===== src/design/yrab_pkg.sv =====
// ----------------------------------------------------------------------------
// yrab_pkg
// Shared types and fixed-point constants for the YUV to RGB alpha blender.
// ----------------------------------------------------------------------------
`default_nettype none

package yrab_pkg;

    localparam int PIX_W       = 8;
    localparam int SCALE_BITS  = 10;
    localparam int ALPHA_SHIFT = 8;
    localparam int SUM_W       = 22;  // signed width of the products and sums
    localparam int PROD_W      = 2 * PIX_W;

    localparam logic [PIX_W-1:0] ALPHA_OPAQUE = PIX_W'(255);
    localparam logic [PIX_W-1:0] PIX_MAX      = PIX_W'(255);

    // 10-bit fixed-point studio-to-full-range coefficients
    localparam logic signed [SUM_W-1:0] COEF_Y   = SUM_W'(1192);
    localparam logic signed [SUM_W-1:0] COEF_RV  = SUM_W'(1634);
    localparam logic signed [SUM_W-1:0] COEF_GU  = SUM_W'(401);
    localparam logic signed [SUM_W-1:0] COEF_GV  = SUM_W'(832);
    localparam logic signed [SUM_W-1:0] COEF_BU  = SUM_W'(2066);
    localparam logic signed [SUM_W-1:0] HALF_LSB = SUM_W'(1 << (SCALE_BITS - 1));

    localparam logic signed [PIX_W+1:0] LUMA_OFS   = (PIX_W + 2)'(16);
    localparam logic signed [PIX_W:0]   CHROMA_OFS = (PIX_W + 1)'(128);

    typedef struct packed {
        logic [PIX_W-1:0] red;
        logic [PIX_W-1:0] green;
        logic [PIX_W-1:0] blue;
    } rgb_t;

    // converted overlay pixel plus what the blend still needs
    typedef struct packed {
        logic [PIX_W-1:0] alpha;
        rgb_t             conv;
        rgb_t             under;
    } blend_in_t;

endpackage

`default_nettype wire


===== src/design/yuv_to_rgb_alpha_blend_top.sv =====
// ----------------------------------------------------------------------------
// yuv_to_rgb_alpha_blend_top
// Converts one studio-range YCbCr overlay pixel to RGB and blends it over
// the underlying RGB pixel by an 8-bit alpha.
//
//   channel | handshake           | payload
//   --------+---------------------+--------------------------------------------
//   in      | in_valid / in_ready | src_luma src_cb src_cr alpha
//           |                     | under_red under_green under_blue
//   out     | out_valid/out_ready | out_red out_green out_blue write_pixel
//
// Four register stages: products, sum/clamp, blend products, output register.
// An input transaction reaches out_valid after passing through all stage
// registers in order; one pixel per clock is sustained while out_ready
// stays high.
// A stall at the output backs up stage by stage through per-stage valid bits,
// so bubbles are squeezed out and nothing is dropped or repeated.
// Reset clears only the stage valid bits.
// ----------------------------------------------------------------------------
`default_nettype none

module yuv_to_rgb_alpha_blend_top
    import yrab_pkg::*;
(
    input  wire logic             clk,
    input  wire logic             rst_n,
    input  wire logic             in_valid,
    output      logic             in_ready,
    input  wire logic [PIX_W-1:0] src_luma,
    input  wire logic [PIX_W-1:0] src_cb,
    input  wire logic [PIX_W-1:0] src_cr,
    input  wire logic [PIX_W-1:0] alpha,
    input  wire logic [PIX_W-1:0] under_red,
    input  wire logic [PIX_W-1:0] under_green,
    input  wire logic [PIX_W-1:0] under_blue,
    output      logic             out_valid,
    input  wire logic             out_ready,
    output      logic [PIX_W-1:0] out_red,
    output      logic [PIX_W-1:0] out_green,
    output      logic [PIX_W-1:0] out_blue,
    output      logic             write_pixel
);

    rgb_t      under;
    rgb_t      pixel;
    blend_in_t conv_data;
    logic      conv_valid;
    logic      blend_ready;

    assign under = '{red: under_red, green: under_green, blue: under_blue};

    yrab_convert u_convert (
        .clk       (clk),
        .rst_n     (rst_n),
        .in_valid  (in_valid),
        .in_ready  (in_ready),
        .in_luma   (src_luma),
        .in_cb     (src_cb),
        .in_cr     (src_cr),
        .in_alpha  (alpha),
        .in_under  (under),
        .out_valid (conv_valid),
        .out_ready (blend_ready),
        .out_data  (conv_data)
    );

    yrab_blend u_blend (
        .clk       (clk),
        .rst_n     (rst_n),
        .in_valid  (conv_valid),
        .in_ready  (blend_ready),
        .in_data   (conv_data),
        .out_valid (out_valid),
        .out_ready (out_ready),
        .out_pixel (pixel),
        .out_write (write_pixel)
    );

    assign out_red   = pixel.red;
    assign out_green = pixel.green;
    assign out_blue  = pixel.blue;

endmodule

`default_nettype wire


===== src/design/yrab_convert.sv =====
// ----------------------------------------------------------------------------
// yrab_convert
// Two-stage YCbCr to RGB conversion: coefficient products, then sum,
// rounding, shift and clamp to 0..255.
// ----------------------------------------------------------------------------
`default_nettype none

module yrab_convert
    import yrab_pkg::*;
(
    input  wire logic             clk,
    input  wire logic             rst_n,
    input  wire logic             in_valid,
    output      logic             in_ready,
    input  wire logic [PIX_W-1:0] in_luma,
    input  wire logic [PIX_W-1:0] in_cb,
    input  wire logic [PIX_W-1:0] in_cr,
    input  wire logic [PIX_W-1:0] in_alpha,
    input  wire rgb_t             in_under,
    output      logic             out_valid,
    input  wire logic             out_ready,
    output      blend_in_t        out_data
);

    // stage 1: products
    logic                    s1_valid_reg;
    logic signed [SUM_W-1:0] s1_ys_reg;
    logic signed [SUM_W-1:0] s1_rv_reg;
    logic signed [SUM_W-1:0] s1_gu_reg;
    logic signed [SUM_W-1:0] s1_gv_reg;
    logic signed [SUM_W-1:0] s1_bu_reg;
    logic [PIX_W-1:0]        s1_alpha_reg;
    rgb_t                    s1_under_reg;

    // stage 2: clamped colour
    logic                    s2_valid_reg;
    blend_in_t               s2_data_reg;

    logic                    s1_ready;
    logic                    s2_ready;

    logic signed [PIX_W+1:0] luma_off;
    logic signed [PIX_W:0]   cb_off;
    logic signed [PIX_W:0]   cr_off;
    logic signed [SUM_W-1:0] ys_next;
    logic signed [SUM_W-1:0] rv_next;
    logic signed [SUM_W-1:0] gu_next;
    logic signed [SUM_W-1:0] gv_next;
    logic signed [SUM_W-1:0] bu_next;
    logic signed [SUM_W-1:0] r_sum;
    logic signed [SUM_W-1:0] g_sum;
    logic signed [SUM_W-1:0] b_sum;
    blend_in_t               s2_data_next;

    function automatic logic [PIX_W-1:0] clamp_pix(input logic signed [SUM_W-1:0] sum);
        logic [SUM_W-SCALE_BITS-1:0] whole;
        logic [PIX_W-1:0]            res;
        whole = sum[SUM_W-1:SCALE_BITS];
        if (sum[SUM_W-1])
            res = '0;
        else if (whole > (SUM_W - SCALE_BITS)'(PIX_MAX))
            res = PIX_MAX;
        else
            res = whole[PIX_W-1:0];
        return res;
    endfunction

    assign s2_ready = !s2_valid_reg || out_ready;
    assign s1_ready = !s1_valid_reg || s2_ready;
    assign in_ready = s1_ready;

    always_comb
    begin
        luma_off = $signed({2'b00, in_luma}) - LUMA_OFS;
        cb_off   = $signed({1'b0, in_cb}) - CHROMA_OFS;
        cr_off   = $signed({1'b0, in_cr}) - CHROMA_OFS;
        ys_next  = SUM_W'(luma_off) * COEF_Y;
        rv_next  = SUM_W'(cr_off) * COEF_RV;
        gu_next  = SUM_W'(cb_off) * COEF_GU;
        gv_next  = SUM_W'(cr_off) * COEF_GV;
        bu_next  = SUM_W'(cb_off) * COEF_BU;
    end

    always_comb
    begin
        r_sum = s1_ys_reg + s1_rv_reg + HALF_LSB;
        g_sum = s1_ys_reg - s1_gu_reg - s1_gv_reg + HALF_LSB;
        b_sum = s1_ys_reg + s1_bu_reg + HALF_LSB;
        s2_data_next.alpha      = s1_alpha_reg;
        s2_data_next.under      = s1_under_reg;
        s2_data_next.conv.red   = clamp_pix(r_sum);
        s2_data_next.conv.green = clamp_pix(g_sum);
        s2_data_next.conv.blue  = clamp_pix(b_sum);
    end

    always_ff @(posedge clk or negedge rst_n)
    begin
        if (!rst_n)
        begin
            s1_valid_reg <= 1'b0;
            s2_valid_reg <= 1'b0;
        end
        else
        begin
            if (s1_ready)
                s1_valid_reg <= in_valid;
            if (s2_ready)
                s2_valid_reg <= s1_valid_reg;
        end
    end

    always_ff @(posedge clk)
    begin
        if (in_valid && s1_ready)
        begin
            s1_ys_reg    <= ys_next;
            s1_rv_reg    <= rv_next;
            s1_gu_reg    <= gu_next;
            s1_gv_reg    <= gv_next;
            s1_bu_reg    <= bu_next;
            s1_alpha_reg <= in_alpha;
            s1_under_reg <= in_under;
        end
        if (s1_valid_reg && s2_ready)
            s2_data_reg <= s2_data_next;
    end

    assign out_valid = s2_valid_reg;
    assign out_data  = s2_data_reg;

endmodule

`default_nettype wire


===== src/design/yrab_blend.sv =====
// ----------------------------------------------------------------------------
// yrab_blend
// Two-stage alpha blend: per-channel weight products, then sum, shift and
// the transparent / opaque selection into the output register.
// ----------------------------------------------------------------------------
`default_nettype none

module yrab_blend
    import yrab_pkg::*;
(
    input  wire logic             clk,
    input  wire logic             rst_n,
    input  wire logic             in_valid,
    output      logic             in_ready,
    input  wire blend_in_t        in_data,
    output      logic             out_valid,
    input  wire logic             out_ready,
    output      rgb_t             out_pixel,
    output      logic             out_write
);

    // stage 3: weight products
    logic                    s3_valid_reg;
    logic [2:0][PROD_W-1:0]  s3_pc_reg;
    logic [2:0][PROD_W-1:0]  s3_po_reg;
    blend_in_t               s3_data_reg;

    // stage 4: output register
    logic                    s4_valid_reg;
    rgb_t                    s4_pixel_reg;
    logic                    s4_write_reg;

    logic                    s3_ready;
    logic                    s4_ready;

    logic [PIX_W-1:0]        alpha_inv;
    logic [2:0][PIX_W-1:0]   conv_ch;
    logic [2:0][PIX_W-1:0]   under_ch;
    logic [2:0][PROD_W-1:0]  pc_next;
    logic [2:0][PROD_W-1:0]  po_next;
    logic [2:0][PROD_W:0]    mix_sum;
    logic [2:0][PIX_W-1:0]   mix_ch;
    rgb_t                    pixel_next;

    assign s4_ready = !s4_valid_reg || out_ready;
    assign s3_ready = !s3_valid_reg || s4_ready;
    assign in_ready = s3_ready;

    always_comb
    begin
        alpha_inv = ALPHA_OPAQUE - in_data.alpha;
        conv_ch   = {in_data.conv.red, in_data.conv.green, in_data.conv.blue};
        under_ch  = {in_data.under.red, in_data.under.green, in_data.under.blue};
        for (int i = 0; i < 3; i++)
        begin
            pc_next[i] = PROD_W'(conv_ch[i]) * PROD_W'(in_data.alpha);
            po_next[i] = PROD_W'(under_ch[i]) * PROD_W'(alpha_inv);
        end
    end

    always_comb
    begin
        for (int i = 0; i < 3; i++)
        begin
            mix_sum[i] = (PROD_W + 1)'(s3_pc_reg[i]) + (PROD_W + 1)'(s3_po_reg[i]);
            // blend never exceeds 254, so bits 15:8 of the sum suffice
            mix_ch[i]  = mix_sum[i][ALPHA_SHIFT +: PIX_W];
        end
        if (s3_data_reg.alpha == '0)
            pixel_next = s3_data_reg.under;
        else if (s3_data_reg.alpha == ALPHA_OPAQUE)
            pixel_next = s3_data_reg.conv;
        else
            pixel_next = {mix_ch[2], mix_ch[1], mix_ch[0]};
    end

    always_ff @(posedge clk or negedge rst_n)
    begin
        if (!rst_n)
        begin
            s3_valid_reg <= 1'b0;
            s4_valid_reg <= 1'b0;
        end
        else
        begin
            if (s3_ready)
                s3_valid_reg <= in_valid;
            if (s4_ready)
                s4_valid_reg <= s3_valid_reg;
        end
    end

    always_ff @(posedge clk)
    begin
        if (in_valid && s3_ready)
        begin
            s3_pc_reg   <= pc_next;
            s3_po_reg   <= po_next;
            s3_data_reg <= in_data;
        end
        if (s3_valid_reg && s4_ready)
        begin
            s4_pixel_reg <= pixel_next;
            s4_write_reg <= (s3_data_reg.alpha != '0);
        end
    end

    assign out_valid = s4_valid_reg;
    assign out_pixel = s4_pixel_reg;
    assign out_write = s4_write_reg;

endmodule

`default_nettype wire


===== config.mk =====
export PLATFORM = sky130hd
export DESIGN_NAME = yuv_to_rgb_alpha_blend_top
export DESIGN_NICKNAME = d
export VERILOG_FILES = /design/src/design/yrab_pkg.sv /design/src/design/yuv_to_rgb_alpha_blend_top.sv /design/src/design/yrab_convert.sv /design/src/design/yrab_blend.sv
export SDC_FILE = /design/constraint.sdc
export NUM_CORES = 2
export LEC_CHECK = 0
export BUFFER_PORTS_ARGS = -buffer_cell sky130_fd_sc_hd__buf_2
export CAP_MARGIN = 20
export CORE_MARGIN = 2
export CORE_UTILIZATION = 60
export CTS_CLUSTER_SIZE = 25
export DETAILED_ROUTE_END_ITERATION = 8
export GPL_TIMING_DRIVEN = 0
export PLACE_DENSITY_LB_ADDON = 0.2
export SYNTH_ARGS = -nofsm -noshare
export SYNTH_HDL_FRONTEND = slang
export SYNTH_SLANG_ARGS = --single-unit

===== constraint.sdc =====
create_clock -name clk -period 7.1 [get_ports clk]
set_input_delay 0.355 -clock clk [delete_from_list [all_inputs] [get_ports clk]]
set_output_delay 0.355 -clock clk [all_outputs]
set_load 0.1 [all_outputs]

==> flow_summary.yaml <==
timing:
  finalSetupTns_ns: 0
  setup_viol: 0
  tightest_slew_ns: 1.14
  period_share_pct: 86.0
  max_freq_ghz: 0.164
  rsz0062_at_grt: "no"
  fin_ws_ns: 0.994
  maxSlewHeadroom_pct: 23.7
  hold_viol_final: 0
  drv_slew: 0
  skew_ns: 0.0427
  timing.final.crit_period_ns: 6.11
cells_and_area:
  drive_gt1_share_pct: 6.11
  nNetsFinal: 4161
  area_growth_pct: 9.84
  seqCellArea_mm2: 0.0107
  layout_commonest_cell: "ha_1"
  num_antenna_cells: 0
  layout_common_cells: "ha_1, inv_1, edfxtp_1, fa_1, nand2_1"
  multi_input_area_mm2: 0.0206
  nFillCells: 4249
  postLayoutCellArea_mm2: 0.0368
  utilization_pct: 66.7
floorplan:
  die_y_um: 240
  die_area_mm2: 0.0577
  io_pins: 87
  row_count: 86
  die_w_um: 240
  core_area_mm2: 0.0551
  start_util_pct: 60.7
grt:
  grt_overflow: 0
  track_usage_pct: 27.3
  antenna_found_initial: 1
  grt_max_degree: 74
  grt_pass1_vias: 23500
  grt_pass1_wl_um: 121000
critical_path:
  crit_path_max_fanout: 10
  critPathKind: "flip-flop to flip-flop"
  r2r_start: "u_convert.out_data[52]$_DFFE_PP_"
  cpMostUsedCell: "fa_1"
  r2r_end: "u_blend.s3_pc_reg[14]$_DFFE_PP_"
  endpoint: "u_blend.s3_pc_reg[14]$_DFFE_PP_"
  cp_slowest_cell: "clkbuf_1"
  endpoint_kind: "flip-flop"
  startpoint: "u_convert.out_data[52]$_DFFE_PP_"
  cp_cell_sequence: "clkbuf_1, clkbuf_1, nand2_1, fa_1, fa_1, inv_1, fa_1, inv_1, fa_1, inv_1, ha_1, a21boi_1, o311a_1, o21a_1, o21a_1, o41ai_1, xnor2_1"
  ff2ff_setup_slack_ns: 0.99
  cp_slowest_stage_delay_ns: 0.73
  cp_data_arrival_time_ns: 6.42
  reg2regPathDepth: 17
  crit_path_start_kind: "flip-flop"
  crit_required_ns: 7.41
synthesis:
  syn_inst: 3082
  postSynth.asyncResetShare_pct: 1.12
  seq_area_frac_synth_pct: 31.9
  ys_ff_latch: 356
  synth_warnings: 0
  avgSynthCellArea_um2: 10.9
  yosysUniqueCellTypes: 78
  synth-edff-count: 352
  synth_nets: 3990
  ys.flop_type: "edfxtp_1"
  netlist_area_mm2: 0.0335
drt:
  drc_errors: 0
  wl_met1_um: 29400
  vias: 22500
  route.met3.wl_um: 4330
  top_layer_used: "met4"
  wl_per_cell_um: 18.7
  vias_per_cell: 5.58
  antenna_left: 0
  dr.pass1.iters: 5
  wl_um: 75400
  drt_first_iter_violations: 1357
  met2_length_um: 37300
clock_tree:
  cts_tree: "built"
  clk_path_buf_depth: 3
  clkSlewWorstSetupHoldPaths_ns: 0.06
  cts.sinks: 356
  cts_buffers: 43
  root_buffer: "clkbuf_16"
  clk_latency_ns: 0.59
  cts_max_level: 2
  cts_resized: 0
min_path:
  hold_path_class: "input port to flip-flop"
placement:
  routabilityCongestion: 0.876
  place_area_mm2: 0.0350
  io_buffers: 86
  preCtsSetupSlack_ns: 1.03
  dp_hpwl_um: 58300
job:
  max_cap_viol_count: 0
outcome:
  status: "completed"
[layer usage]
| layer | global-route usage (%) | up-vias |
|---|---|---|
| met1 | 32.1 | 11100 |
| met4 | 14.7 | 0 |
| met3 | 4.56 | 179 |
| li1 | - | 10600 |
| met5 | 0 | - |
| met2 | 47.7 | 617 |
[per-stage QoR]
stage | hold WS, ns | std cells
3_3_place_gp | 0.163 | 3916
5_1_grt | 0.0194 | 4035
3_5_place_dp | 0.170 | 3921
6_report | 0.0363 | 4035
2_1_floorplan | 0.0594 | 3082
4_1_cts | 0.00785 | 4035
[critical path: cells and delay by family (launching register included)]
| kind | cells | cell delay, ns |
|---|---|---|
| xor+xnor | 1 | 0.11 |
| compound gates | 5 | 1.21 |
| buf+inv | 5 | 1.55 |
| flops | 1 | 0.39 |
| simple gates | 1 | 0.17 |
| fa+ha+maj | 5 | 2.40 |
[layout make-up]
type | instances | share of cell area [%]
buffer | 54 | 0.555
timing repair buffer | 126 | 2.46
clock inverter | 28 | 0.824
clock buffer | 51 | 3.09
inverter | 528 | 5.39
sequential | 356 | 29.0
tap | 748 | 2.55
multi-input combinational | 2144 | 56.1
[timing repair]
action,4_1_cts,5_1_grt
hold buffers,35,0
endpoints found under the hold margin,38,0
setup buffers,0,0
[cells in the mapped netlist, types with 14 or more instances]
library cell	count	share of area [%]
ha_1	576	22
inv_1	528	5.9
edfxtp_1	352	32
fa_1	272	16
nand2_1	151	1.7
nor2_1	138	1.5
nor2b_1	128	2.4
a21oi_1	120	1.8
xnor2_1	119	3.1
nand2b_1	112	2.1
and2_1	108	2.0
clkbuf_1	47	0.53
o21ai_0	46	0.69
o21a_1	42	0.94
xor2_1	42	1.1
nor3_1	37	0.55
a21o_1	36	0.81
nand3_1	32	0.48
or2_2	17	0.32
nand4_1	16	0.30
a21boi_0	14	0.31
o21bai_1	14	0.31
[worst min path at each step]
stage	start	endpoint	slack (ns)	depth (start not counted)
after floorplan	rst_n	u_blend.out_valid$_DFFE_PN0P_	0.06	0
after global placement	rst_n	u_blend.out_valid$_DFFE_PN0P_	0.16	1
after detailed placement	rst_n	u_blend.out_valid$_DFFE_PN0P_	0.17	1
after CTS	src_luma[1]	u_convert.s1_ys_reg[4]$_DFFE_PP_	0.008	1
after global routing	src_luma[1]	u_convert.s1_ys_reg[4]$_DFFE_PP_	0.02	1
final	src_luma[1]	u_convert.s1_ys_reg[4]$_DFFE_PP_	0.04	1
[cell families (layout without fill, tap and decap cells)]
| group | Yosys count | count (layout) | synth area share, % |
|---|---|---|---|
| AO/OA/AOI/OAI | 358 | 358 | 7.24 |
| multiplexers | 3 | 3 | 0.0935 |
| XOR/XNOR | 163 | 163 | 4.31 |
| adder cells (fa/ha/maj) | 848 | 848 | 37.8 |
| AND/OR/NAND/NOR | 772 | 772 | 12.1 |
| flip-flops | 356 | 356 | 31.9 |
| buffers and inverters | 582 | 787 | 6.53 |
Power is not shown: default switching activity piles up to over one toggle a cycle in this logic, so the estimate is an artifact.
